### src/rtl/lrf_pkg.sv
`default_nettype none

package lrf_pkg;

   localparam int FRAMES  = 64;
   localparam int FRAME_W = $clog2(FRAMES);
   localparam int COUNT_W = $clog2(FRAMES + 1);
   localparam int CMD_W   = 2;

   localparam logic [COUNT_W-1:0] CAPACITY_RESET = COUNT_W'(FRAMES);

   typedef enum logic [CMD_W-1:0] {
      CMD_VICTIM = 2'd0,
      CMD_PIN    = 2'd1,
      CMD_UNPIN  = 2'd2
   } cmd_type;

   typedef struct packed {
      logic load_req;
      logic tgt_oldest;
      logic tgt_frame;
      logic capture;
      logic rd;
      logic unlink;
      logic push;
      logic load_rsp;
   } ctrl_cmd_type;

   typedef struct packed {
      logic [CMD_W-1:0] cmd;
      logic             count_zero;
      logic             evict_needed;
      logic             frame_present;
   } dp_status_type;

endpackage

`default_nettype wire

### src/rtl/lrf_req_if.sv
`default_nettype none

interface lrf_req_if;
   logic                        valid;
   logic                        ready;
   logic [lrf_pkg::CMD_W-1:0]   cmd;
   logic [lrf_pkg::FRAME_W-1:0] frame;

   modport source (output valid, output cmd, output frame, input ready);
   modport sink (input valid, input cmd, input frame, output ready);
endinterface

`default_nettype wire

### src/rtl/lrf_rsp_if.sv
`default_nettype none

interface lrf_rsp_if;
   logic                        valid;
   logic                        ready;
   logic                        found;
   logic [lrf_pkg::FRAME_W-1:0] out_frame;
   logic [lrf_pkg::COUNT_W-1:0] occupancy;

   modport source (output valid, output found, output out_frame, output occupancy,
                   input ready);
   modport sink (input valid, input found, input out_frame, input occupancy,
                 output ready);
endinterface

`default_nettype wire

### src/rtl/lrf_datapath.sv
`default_nettype none

module lrf_datapath (
   input  wire logic                        clock,
   input  wire logic                        reset,
   input  wire lrf_pkg::ctrl_cmd_type       ctrl,
   output lrf_pkg::dp_status_type           status,
   input  wire logic [lrf_pkg::CMD_W-1:0]   req_cmd,
   input  wire logic [lrf_pkg::FRAME_W-1:0] req_frame,
   input  wire logic                        csr_wr_en,
   input  wire logic [lrf_pkg::COUNT_W-1:0] csr_wr_data,
   output logic                             rsp_found,
   output logic [lrf_pkg::FRAME_W-1:0]      rsp_out_frame,
   output logic [lrf_pkg::COUNT_W-1:0]      rsp_occupancy
);

   logic [lrf_pkg::FRAME_W-1:0] next_mem [lrf_pkg::FRAMES];
   logic [lrf_pkg::FRAME_W-1:0] prev_mem [lrf_pkg::FRAMES];

   logic [lrf_pkg::FRAMES-1:0]  present_ff, present_in;
   logic [lrf_pkg::FRAME_W-1:0] newest_ff, newest_in;
   logic [lrf_pkg::FRAME_W-1:0] oldest_ff, oldest_in;
   logic [lrf_pkg::COUNT_W-1:0] count_ff, count_in;
   logic [lrf_pkg::COUNT_W-1:0] capacity_ff, capacity_in;

   logic [lrf_pkg::CMD_W-1:0]   cmd_ff, cmd_in;
   logic [lrf_pkg::FRAME_W-1:0] frame_ff, frame_in;
   logic [lrf_pkg::FRAME_W-1:0] target_ff, target_in;
   logic                        found_ff, found_in;
   logic [lrf_pkg::FRAME_W-1:0] got_ff, got_in;
   logic [lrf_pkg::FRAME_W-1:0] next_rd_ff;
   logic [lrf_pkg::FRAME_W-1:0] prev_rd_ff;

   logic                        rsp_found_ff, rsp_found_in;
   logic [lrf_pkg::FRAME_W-1:0] rsp_frame_ff, rsp_frame_in;
   logic [lrf_pkg::COUNT_W-1:0] rsp_occ_ff, rsp_occ_in;

   logic [lrf_pkg::COUNT_W-1:0] cap_eff;

   always_comb begin
      priority if (capacity_ff == '0) begin
         cap_eff = lrf_pkg::COUNT_W'(1);
      end else if (capacity_ff > lrf_pkg::CAPACITY_RESET) begin
         cap_eff = lrf_pkg::CAPACITY_RESET;
      end else begin
         cap_eff = capacity_ff;
      end
   end

   assign status.cmd           = cmd_ff;
   assign status.count_zero    = (count_ff == '0);
   assign status.evict_needed  = (count_ff != '0) && (count_ff >= cap_eff);
   assign status.frame_present = present_ff[frame_ff];

   always_ff @(posedge clock) begin
      if (ctrl.rd) begin
         next_rd_ff <= next_mem[target_ff];
         prev_rd_ff <= prev_mem[target_ff];
      end
   end

   always_ff @(posedge clock) begin
      if (ctrl.unlink && (target_ff != newest_ff)) begin
         next_mem[prev_rd_ff] <= next_rd_ff;
      end else if (ctrl.push) begin
         next_mem[frame_ff] <= newest_ff;
      end
   end

   always_ff @(posedge clock) begin
      if (ctrl.unlink && (target_ff != oldest_ff)) begin
         prev_mem[next_rd_ff] <= prev_rd_ff;
      end else if (ctrl.push && (count_ff != '0)) begin
         prev_mem[newest_ff] <= frame_ff;
      end
   end

   always_comb begin
      present_in   = present_ff;
      newest_in    = newest_ff;
      oldest_in    = oldest_ff;
      count_in     = count_ff;
      capacity_in  = capacity_ff;
      cmd_in       = cmd_ff;
      frame_in     = frame_ff;
      target_in    = target_ff;
      found_in     = found_ff;
      got_in       = got_ff;
      rsp_found_in = rsp_found_ff;
      rsp_frame_in = rsp_frame_ff;
      rsp_occ_in   = rsp_occ_ff;

      if (ctrl.load_req) begin
         cmd_in   = req_cmd;
         frame_in = req_frame;
         found_in = 1'b0;
         got_in   = '0;
      end
      if (ctrl.tgt_oldest) begin
         target_in = oldest_ff;
      end
      if (ctrl.tgt_frame) begin
         target_in = frame_ff;
      end
      if (ctrl.capture && !found_ff) begin
         found_in = 1'b1;
         got_in   = oldest_ff;
      end
      if (ctrl.unlink) begin
         if (target_ff == newest_ff) begin
            newest_in = next_rd_ff;
         end
         if (target_ff == oldest_ff) begin
            oldest_in = prev_rd_ff;
         end
         present_in[target_ff] = 1'b0;
         count_in = count_ff - lrf_pkg::COUNT_W'(1);
         if (count_ff == lrf_pkg::COUNT_W'(1)) begin
            newest_in = '0;
            oldest_in = '0;
         end
      end
      if (ctrl.push) begin
         newest_in = frame_ff;
         if (count_ff == '0) begin
            oldest_in = frame_ff;
         end
         present_in[frame_ff] = 1'b1;
         count_in = count_ff + lrf_pkg::COUNT_W'(1);
      end
      if (csr_wr_en) begin
         capacity_in = csr_wr_data;
      end
      if (ctrl.load_rsp) begin
         rsp_found_in = found_ff;
         rsp_frame_in = found_ff ? got_ff : '0;
         rsp_occ_in   = count_ff;
      end
   end

   always_ff @(posedge clock) begin
      if (reset) begin
         present_ff  <= '0;
         newest_ff   <= '0;
         oldest_ff   <= '0;
         count_ff    <= '0;
         capacity_ff <= lrf_pkg::CAPACITY_RESET;
      end else begin
         present_ff  <= present_in;
         newest_ff   <= newest_in;
         oldest_ff   <= oldest_in;
         count_ff    <= count_in;
         capacity_ff <= capacity_in;
      end
   end

   always_ff @(posedge clock) begin
      cmd_ff       <= cmd_in;
      frame_ff     <= frame_in;
      target_ff    <= target_in;
      found_ff     <= found_in;
      got_ff       <= got_in;
      rsp_found_ff <= rsp_found_in;
      rsp_frame_ff <= rsp_frame_in;
      rsp_occ_ff   <= rsp_occ_in;
   end

   assign rsp_found     = rsp_found_ff;
   assign rsp_out_frame = rsp_frame_ff;
   assign rsp_occupancy = rsp_occ_ff;

   a_unlink_nonempty: assert property (@(posedge clock) disable iff (reset)
      ctrl.unlink |-> (count_ff != '0) && present_ff[target_ff])
      else $error("unlink of a frame that is not tracked");

   a_push_absent: assert property (@(posedge clock) disable iff (reset)
      ctrl.push |-> !present_ff[frame_ff] && (count_ff < cap_eff))
      else $error("push of a tracked frame or into a full set");

   a_count_matches: assert property (@(posedge clock) disable iff (reset)
      $countones(present_ff) == 32'(count_ff))
      else $error("occupancy disagrees with the tracked frames");

   a_empty_ends: assert property (@(posedge clock) disable iff (reset)
      (count_ff == '0) |-> (newest_ff == '0) && (oldest_ff == '0))
      else $error("list ends not cleared in an empty set");

endmodule

`default_nettype wire

### src/rtl/lrf_controller.sv
`default_nettype none

module lrf_controller (
   input  wire logic                  clock,
   input  wire logic                  reset,
   input  wire logic                  req_valid,
   output logic                       req_ready,
   output logic                       rsp_valid,
   input  wire logic                  rsp_ready,
   input  wire lrf_pkg::dp_status_type status,
   output lrf_pkg::ctrl_cmd_type      ctrl
);

   typedef enum logic [6:0] {
      ST_IDLE     = 7'b0000001,
      ST_DISPATCH = 7'b0000010,
      ST_READ     = 7'b0000100,
      ST_UNLINK   = 7'b0001000,
      ST_PUSH     = 7'b0010000,
      ST_DONE     = 7'b0100000,
      ST_SPARE    = 7'b1000000
   } state_type;

   state_type state_ff, state_in;
   logic      rsp_valid_ff, rsp_valid_in;

   assign req_ready = (state_ff == ST_IDLE);
   assign rsp_valid = rsp_valid_ff;

   always_comb begin
      state_in     = state_ff;
      rsp_valid_in = rsp_valid_ff;
      ctrl         = '0;

      if (rsp_valid_ff && rsp_ready) begin
         rsp_valid_in = 1'b0;
      end

      unique case (state_ff)
         ST_IDLE: begin
            if (req_valid) begin
               ctrl.load_req = 1'b1;
               state_in      = ST_DISPATCH;
            end
         end
         ST_DISPATCH: begin
            unique case (status.cmd)
               lrf_pkg::CMD_VICTIM: begin
                  if (status.count_zero) begin
                     state_in = ST_DONE;
                  end else begin
                     ctrl.tgt_oldest = 1'b1;
                     ctrl.capture    = 1'b1;
                     state_in        = ST_READ;
                  end
               end
               lrf_pkg::CMD_PIN: begin
                  if (status.frame_present) begin
                     ctrl.tgt_frame = 1'b1;
                     state_in       = ST_READ;
                  end else begin
                     state_in = ST_DONE;
                  end
               end
               lrf_pkg::CMD_UNPIN: begin
                  priority if (status.evict_needed) begin
                     ctrl.tgt_oldest = 1'b1;
                     ctrl.capture    = 1'b1;
                     state_in        = ST_READ;
                  end else if (status.frame_present) begin
                     ctrl.tgt_frame = 1'b1;
                     state_in       = ST_READ;
                  end else begin
                     state_in = ST_PUSH;
                  end
               end
               default: begin
                  state_in = ST_DONE;
               end
            endcase
         end
         ST_READ: begin
            ctrl.rd  = 1'b1;
            state_in = ST_UNLINK;
         end
         ST_UNLINK: begin
            ctrl.unlink = 1'b1;
            if (status.cmd == lrf_pkg::CMD_UNPIN) begin
               state_in = ST_DISPATCH;
            end else begin
               state_in = ST_DONE;
            end
         end
         ST_PUSH: begin
            ctrl.push = 1'b1;
            state_in  = ST_DONE;
         end
         ST_DONE: begin
            if (!rsp_valid_ff || rsp_ready) begin
               ctrl.load_rsp = 1'b1;
               rsp_valid_in  = 1'b1;
               state_in      = ST_IDLE;
            end
         end
         default: begin
            state_in = ST_IDLE;
         end
      endcase
   end

   always_ff @(posedge clock) begin
      if (reset) begin
         state_ff     <= ST_IDLE;
         rsp_valid_ff <= 1'b0;
      end else begin
         state_ff     <= state_in;
         rsp_valid_ff <= rsp_valid_in;
      end
   end

   a_onehot_state: assert property (@(posedge clock) disable iff (reset)
      $onehot(state_ff) && (state_ff != ST_SPARE))
      else $error("controller state is not a legal one-hot code");

   a_rsp_no_overwrite: assert property (@(posedge clock) disable iff (reset)
      ctrl.load_rsp |-> !rsp_valid_ff || rsp_ready)
      else $error("response register reloaded before it was taken");

   a_accept_then_dispatch: assert property (@(posedge clock) disable iff (reset)
      (req_valid && req_ready) |=> (state_ff == ST_DISPATCH))
      else $error("accepted request was not dispatched");

endmodule

`default_nettype wire

### src/rtl/lru_frame_replacer_unit.sv
// LRU frame replacer: tracks evictable buffer frames in recency order.
// Requests arrive on req_chan (cmd: victim, pin or unpin; frame number) and
// each request produces exactly one response on rsp_chan carrying found,
// out_frame and the occupancy after the command. The capacity register is
// written through csr_wr_en and csr_wr_data; the user must write it only
// while no request is in flight, which the block itself does not enforce.
// One request is processed at a time by a controller that drives a datapath
// with two link memories (next and previous) of one read and one write port.
// Each unlink is a registered read of the link memories and then a write.
// An unpin evicts the oldest frames while the set is full and unlinks the
// frame if it was already tracked; every unlink of an unpin returns to
// dispatch. A new request is accepted in the cycle after the previous
// response is loaded. The response sits in an output register; a stalled
// receiver holds it, and the next request is still accepted and processed,
// waiting in its last step until the output register is free. Synchronous
// reset empties the set, sets capacity to 64 and drops any pending response.
`default_nettype none

module lru_frame_replacer_unit (
   input  wire logic                        clock,
   input  wire logic                        reset,
   lrf_req_if.sink                          req_chan,
   lrf_rsp_if.source                        rsp_chan,
   input  wire logic                        csr_wr_en,
   input  wire logic [lrf_pkg::COUNT_W-1:0] csr_wr_data
);

   lrf_pkg::ctrl_cmd_type  ctrl;
   lrf_pkg::dp_status_type status;

   lrf_controller u_controller (
      .clock     (clock),
      .reset     (reset),
      .req_valid (req_chan.valid),
      .req_ready (req_chan.ready),
      .rsp_valid (rsp_chan.valid),
      .rsp_ready (rsp_chan.ready),
      .status    (status),
      .ctrl      (ctrl)
   );

   lrf_datapath u_datapath (
      .clock         (clock),
      .reset         (reset),
      .ctrl          (ctrl),
      .status        (status),
      .req_cmd       (req_chan.cmd),
      .req_frame     (req_chan.frame),
      .csr_wr_en     (csr_wr_en),
      .csr_wr_data   (csr_wr_data),
      .rsp_found     (rsp_chan.found),
      .rsp_out_frame (rsp_chan.out_frame),
      .rsp_occupancy (rsp_chan.occupancy)
   );

endmodule

`default_nettype wire

### src/flat_wrapper.sv
// flat-port wrapper written by rule: the top's interface ports become plain ports
module lru_frame_replacer_unit_flat 
  (clock, reset, csr_wr_en, csr_wr_data, req_chan_valid, req_chan_cmd, req_chan_frame, req_chan_ready, rsp_chan_valid, rsp_chan_found, rsp_chan_out_frame, rsp_chan_occupancy, rsp_chan_ready);
  lrf_req_if req_chan_i ();
  lrf_rsp_if rsp_chan_i ();
  input  wire logic clock;
  input  wire logic reset;
  input  wire logic csr_wr_en;
  input  wire logic [lrf_pkg::COUNT_W-1:0] csr_wr_data;
  input wire logic [$bits(req_chan_i.valid)-1:0] req_chan_valid;
  input wire logic [$bits(req_chan_i.cmd)-1:0] req_chan_cmd;
  input wire logic [$bits(req_chan_i.frame)-1:0] req_chan_frame;
  output wire logic [$bits(req_chan_i.ready)-1:0] req_chan_ready;
  output wire logic [$bits(rsp_chan_i.valid)-1:0] rsp_chan_valid;
  output wire logic [$bits(rsp_chan_i.found)-1:0] rsp_chan_found;
  output wire logic [$bits(rsp_chan_i.out_frame)-1:0] rsp_chan_out_frame;
  output wire logic [$bits(rsp_chan_i.occupancy)-1:0] rsp_chan_occupancy;
  input wire logic [$bits(rsp_chan_i.ready)-1:0] rsp_chan_ready;
  assign req_chan_i.valid = req_chan_valid;
  assign req_chan_i.cmd = req_chan_cmd;
  assign req_chan_i.frame = req_chan_frame;
  assign req_chan_ready = req_chan_i.ready;
  assign rsp_chan_valid = rsp_chan_i.valid;
  assign rsp_chan_found = rsp_chan_i.found;
  assign rsp_chan_out_frame = rsp_chan_i.out_frame;
  assign rsp_chan_occupancy = rsp_chan_i.occupancy;
  assign rsp_chan_i.ready = rsp_chan_ready;
  lru_frame_replacer_unit u_core (.clock(clock), .reset(reset), .req_chan(req_chan_i), .rsp_chan(rsp_chan_i), .csr_wr_en(csr_wr_en), .csr_wr_data(csr_wr_data));
endmodule
### config.mk
export PLATFORM = sky130hd
export DESIGN_NAME = lru_frame_replacer_unit_flat
export DESIGN_NICKNAME = d
export VERILOG_FILES = /design/src/rtl/lrf_pkg.sv /design/src/rtl/lrf_req_if.sv /design/src/rtl/lrf_rsp_if.sv /design/src/rtl/lrf_datapath.sv /design/src/rtl/lrf_controller.sv /design/src/rtl/lru_frame_replacer_unit.sv /design/src/flat_wrapper.sv
export SDC_FILE = /design/constraint.sdc
export NUM_CORES = 1
export LEC_CHECK = 0
export ABC_AREA = 1
export BUFFER_PORTS_ARGS = -buffer_cell sky130_fd_sc_hd__buf_4
export CAP_MARGIN = 20
export CORE_UTILIZATION = 30
export DETAILED_ROUTE_END_ITERATION = 12
export MAX_ROUTING_LAYER = met4
export PLACE_DENSITY = 0.52
export SLEW_MARGIN = 5
export SYNTH_ARGS = -nofsm -noshare
export SYNTH_HDL_FRONTEND = slang
export SYNTH_SLANG_ARGS = --single-unit
### constraint.sdc
create_clock -name clock -period 4.6 [get_ports clock]
set_clock_uncertainty 0.2 [all_clocks]
set_input_delay 0.46 -clock clock [delete_from_list [all_inputs] [get_ports clock]]
set_output_delay 0.46 -clock clock [all_outputs]
set_load 0.05 [all_outputs]
# Word level (Yosys, flattened, before mapping)
# Memory sizes are Yosys's and may differ from the RTL's. A register that Yosys moved wholly into a read port is not among the register bits.
# Cells that the tools add are included.
# totals
ram_bits	768
out_inout_bits	16
wordCells	133
memories	2
regBits	133
# classes
muxes	67
reduce_logical	23
bitwise	3
n_eq_ne	15
add_sub_neg	2
magnitude_cmp	6
# memory_table
name	depth	width	read_ports	rd_ports_with_merged_regs	wr	line_no	text
u_core.u_datapath.next_mem	64	6	1	1	1	lrf_datapath.sv:17	logic [lrf_pkg::FRAME_W-1:0] next_mem [lrf_pkg::FRAMES];
u_core.u_datapath.prev_mem	64	6	1	1	1	lrf_datapath.sv:18	logic [lrf_pkg::FRAME_W-1:0] prev_mem [lrf_pkg::FRAMES];
# ops
operator	count
64-bit 2-to-1 mux	2
6-bit 2-to-1 mux	20
64-bit AND	1
64-bit inverter	1
64-bit OR	1
7-bit 2-to-1 mux	7
7-bit one-hot mux with 6 select lines	1
1-bit 2-to-1 mux	29
7-bit one-hot mux with 3 select lines	1
7-bit by 1-bit equality test with 1-bit output (second input constant)	2
7-bit logical NOT	2
6-bit by 7-bit < comparator with 1-bit output (second input constant)	2
1-bit demux with 6-bit select	2
6-bit equality test	2
6-bit by 1-bit greater-or-equal comparator with 1-bit output (second input constant)	2
6-bit != test	2
6-bit OR reduction	2
1-bit logical AND	8
7-bit by 1-bit adder with 7-bit output (second input constant)	1
7-bit by 2-bit equality test with 1-bit output (second input constant)	1
7-bit by 3-bit equality test with 1-bit output (second input constant)	1
7-bit by 4-bit equality test with 1-bit output (second input constant)	1
7-bit by 5-bit equality test with 1-bit output (second input constant)	1
7-bit by 6-bit equality test with 1-bit output (second input constant)	1
17 further kinds	23

# Depth between registers and ports, before layout
# depth
word_depth	10
ltp_mapped	17

# Modules after synthesis
# Synthesis repeated with hierarchy kept, for this count alone.
# hier_totals
cells_unflattened	3217
area_unflattened_um2	36904.1
# by_module_without_submodules
module	area_each_um2	n_inst	cells_each
lrf_datapath	36346.1	1	3133
lrf_controller	558.0	1	84

# Least setup slack after synthesis
# OpenSTA, ideal clock, no wires.
# synth_path
path_type	reg-to-reg
from	register u_core.u_datapath.count_ff[0] (netlist bit)
to	memory u_core.u_datapath.prev_mem[0][0] (netlist bit) (data pin)
arrival_time_ns	3.886
path_stages_with_launch	10
n_path_buf	2
path_slack_ns	-0.188
period_less_slack_ns	4.788
cell_sequence	dfxtp_1 inv_1 ha_1 nand3_1 nor2_2 inv_2 nand2_4 buf_6 clkbuf_1 o21ai_0
# synth_between
elab_chain_cells	7
# synth_lines
item	line_no	text
start: declaration	lrf_datapath.sv:23	logic [lrf_pkg::COUNT_W-1:0] count_ff, count_in;
start signal: assignment	lrf_datapath.sv:152	count_ff <= count_in;
7-bit nonzero test	lrf_datapath.sv:73	end else if (ctrl.push && (count_ff != '0)) begin
1-bit logical AND	lrf_datapath.sv:73	
1-bit 2-to-1 mux	lrf_datapath.sv:73	
1-bit 2-to-1 mux	lrf_datapath.sv:71	if (ctrl.unlink && (target_ff != oldest_ff)) begin
1-bit 2-to-1 mux (implied by the code)	lrf_datapath.sv:74	prev_mem[newest_ff] <= frame_ff;
6-bit OR reduction (no source line)	-	
6-bit 2-to-1 mux (no source line)	-	
end: declaration	lrf_datapath.sv:18	
# Every way passes these cells.

# Worst setup path in the final report
# layout_path
from	register u_core.u_controller.state_ff[0]
to	memory u_core.u_datapath.next_mem[21][3] (netlist bit) (enable)
# layout_between
elab_chain_cells	7
word_cells_on_any_way	13
# layout_lines
item	line_no	text
start: declaration	lrf_controller.sv:24	state_type state_ff, state_in;
start signal: assignment	lrf_controller.sv:116	state_ff <= state_in;
7-bit by 5-bit equality test with 1-bit output / 7-bit by 4-bit equality test with 1-bit output (equally long branches)	lrf_controller.sv:39	unique case (state_ff)
1-bit 2-to-1 mux	lrf_controller.sv:39	
1-bit 2-to-1 mux / 1-bit logical AND (equally long branches)	lrf_datapath.sv:65, lrf_datapath.sv:63	
1-bit 2-to-1 mux	lrf_datapath.sv:63	if (ctrl.unlink && (target_ff != newest_ff)) begin
1-bit 2-to-1 mux (implied by the code)	lrf_datapath.sv:66	next_mem[frame_ff] <= newest_ff;
6-bit OR reduction (no source line)	-	
6-bit 2-to-1 mux (no source line) / 1-bit 2-to-1 mux (equally long branches)	-	
end: declaration	lrf_datapath.sv:17	
# Parallel ways exist; a longest one is shown, timed or not.

==> summary.txt <==
Run status
  • Status: finished, final reports clean

Synth
  • Netlist cell types: 45
  • Predominant post-synthesis flop cell: edfxtp_1
  • Async SR Flop Fraction: 0
  • Synthesized cell area: 36,400 um^2
  • Post-synth EDFFs: 814
  • Syn_area_per_cell: 11.9 um^2
  • Syn_nets: 3,080
  • Post-synthesis register bit count: 912
  • Mapped Cells: 3,046
  • Register area share after synthesis: 0.726
  • Number of synthesis warnings: 0

Timing
  • Setup-failing EPs final: 0
  • Slew headroom: 0.203
  • Worst-margin pin slew: 1.19 ns
  • Pins Over Slew Limit: 0
  • Crit share post-route: 0.797
  • Fmax: 0.273 GHz
  • WHS: 0.202 ns
  • Final min period: 3.67 ns
  • Final hold violation count: 0
  • RSZ-0062 raised after global routing: no

Power
  • PwrDens: 400 nW/um^2
  • Worst VDD drop: 0.319 mV
  • Pwr Total: 16.8 mW
  • Leak pwr: 14.4 nW

Layout
  • Most frequent cells in the layout: nand2_1, edfxtp_1, nor2_1
  • Area Overhead vs Synth: 15.9%
  • # diodes: 0
  • Layout cell share with drive strength beyond 1: 0.0949
  • Finished Layout Cells: 4,836
  • Register Area: 26,400 um^2
  • Multi-input logic area: 8920 um^2
  • # nets final: 3,183
  • Post-route cell area: 42,100 um^2
  • Most common cell after layout, fill and taps aside: nand2_1
  • Fillcell total: 11.8k

Floorplanning
  • FP Rows: 127
  • Die area: 123,000 um^2
  • Die H: 350 um
  • Boundary Pins: 36
  • Die Span X: 350 um
  • Initial Utilization: 0.303
  • CORE AREA: 120,000 um^2

Detailed routing
  • DR pass1 iterations: 5
  • Drt via density: 4.99
  • Drt wl/cell: 22.0 um
  • Drc violations: 0
  • Final ANT Viol Nets: 0
  • Iteration-0 DRC Markers: 2,447
  • Drt total wl: 106 mm
  • Vias: 24.1k

Critical path
  • Crit Path Class: flop to flop
  • Setup crit end kind: flop
  • Slowest stage cell, crit path: nor2_1
  • Worst-path maximum fanout: 24
  • CP Data Required Time: 4.68 ns
  • Buf/Inv on CP: 4
  • Worst path top cell family by delay: simple AND/OR/NAND/NOR gates
  • Crit-path cells: nor2_2 > nand2_1 > inv_2 > nand3_4 > inv_2 > buf_4 > nand2_2 > o21ai_0 > inv_1 > nor2_1 > nand2_1 > nor2_1
  • Crit path largest cell delay: 0.62 ns
  • Critical Path AT: 3.75 ns
  • Critical Path Start Type: flop

Clock network
  • Root buffer cell: clkbuf_16
  • CTS Buffer Depth: 3
  • H-Tree Depth: 3
  • Worst-skew pair later-pin latency: 0.67 ns
  • TritonCTS Buffers: 94
  • Post-CTS Setup Bufs: 0
  • Worst-path clk slew: 0.06 ns
  • TritonCTS clock tree: yes
  • Clock Sinks: 912

Placement
  • Placed Instances: 4,632
  • Dpl cell area: 38,900 um^2
  • HPWL Detailed: 66.1 mm
  • GP Congestion: 0.885
  • Port Buf Inserts: 35

Global route
  • Gr usage total: 0.176
  • First-pass GRT wire length: 156 mm
  • Vias in the first global route: 23.6k
  • Initial antenna violation count: 0
  • Gr ovfl total: 0
  • Largest net degree at the start of global routing: 83

Flow run
  • Maxcap violations: 0

Worst hold path
  • Hold Path Class: primary input to flop
## area by class of cell
cell class,count,area share
Clock buffer,121,0.0607
Clock inverter,50,0.00745
Inverter,177,0.0162
Multi-Input combinational cell,1833,0.212
Sequential cell,912,0.627
Tap cell,1612,0.0479
Timing Repair Buffer,131,0.0296
## power breakdown
group | switching (mW) | internal [mW] | total (mW)
logic | 0.392 | 0.171 | 0.563
clock network | 3.24 | 4.04 | 7.28
registers | 0.0545 | 8.94 | 9.00
total | 3.69 | 13.2 | 16.8
## sequential cells by signal, summed over array words and instances (netlist names), 6 cells and up
name	count
u_core.u_datapath.present_ff	64
u_core.u_datapath.newest_ff	6
u_core.u_datapath.rsp_out_frame	6
u_core.u_datapath.next_mem	384
u_core.u_datapath.rsp_occupancy	7
u_core.u_controller.state_ff	6
u_core.u_datapath.got_ff	6
u_core.u_datapath.frame_ff	6
u_core.u_datapath.count_ff	7
u_core.u_datapath.oldest_ff	6
u_core.u_datapath.target_ff	6
u_core.u_datapath.prev_mem	384
u_core.u_datapath.prev_rd_ff	6
u_core.u_datapath.capacity_ff	7
u_core.u_datapath.next_rd_ff	6
## Yosys cell counts (all sizes together) (5+ instances only)
master	instances	area (um^2)
a21oi	126	631
a221oi	51	447
a22o	28	245
a22oi	67	503
buf	63	335
clkbuf	61	229
dfxtp	98	1960
edfxtp	814	24400
ha	14	175
inv	177	664
nand2	867	3260
nand3	111	598
nand4	81	507
nor2	232	883
nor3	29	185
nor4	6	43.8
o211ai	10	75.1
o21a	5	37.5
o21ai	172	876
o31ai	8	60.1
or2	8	50.1
## logic make-up after synthesis
family,count (synthesis),synth area share
buf+inv,301,0.0338
compound gates,477,0.0812
xor+xnor,4,0.000964
simple gates,1338,0.153
flops,912,0.726
fa+ha+maj,14,0.00482
## through the flow
step | setup slack [ns] | TNS, ns | utilization
after CTS | 0.926 | 0 | 0.351
final | 0.932 | 0 | 0.351
after detailed placement | 0.964 | 0 | 0.325
after floorplan | -0.188 | -72.00 | -
after global routing | 0.660 | 0 | 0.351
after global placement | 1.06 | 0 | 0.324
## what timing repair did
item	in CTS	in global routing
hold buffers	31	0
gates resized for setup	0	0
hold endpoints to repair	18	0
## final timing paths
kind	from	endpoint	slack, ns	cells past startpoint
min	reset	u_core.u_controller.state_ff[3]	0.20	2
max reg2reg	u_core.u_controller.state_ff[0]	u_core.u_datapath.next_mem[21][3]	0.93	12
max	u_core.u_controller.state_ff[0]	u_core.u_datapath.next_mem[21][3]	0.93	12
min reg2reg	u_core.u_datapath.present_ff[12]	u_core.u_datapath.present_ff[12]	0.27	2
## per-layer routing
metal  part of all wire  GRT usage  vias up
met2               0.46      0.271      889
li1                   -          -    11100
met5                  0          -        -
met1               0.45      0.239    12000
met3              0.068     0.0259      156
met4              0.025     0.0542        0
Note: power is estimated with default switching activity, not from simulation.
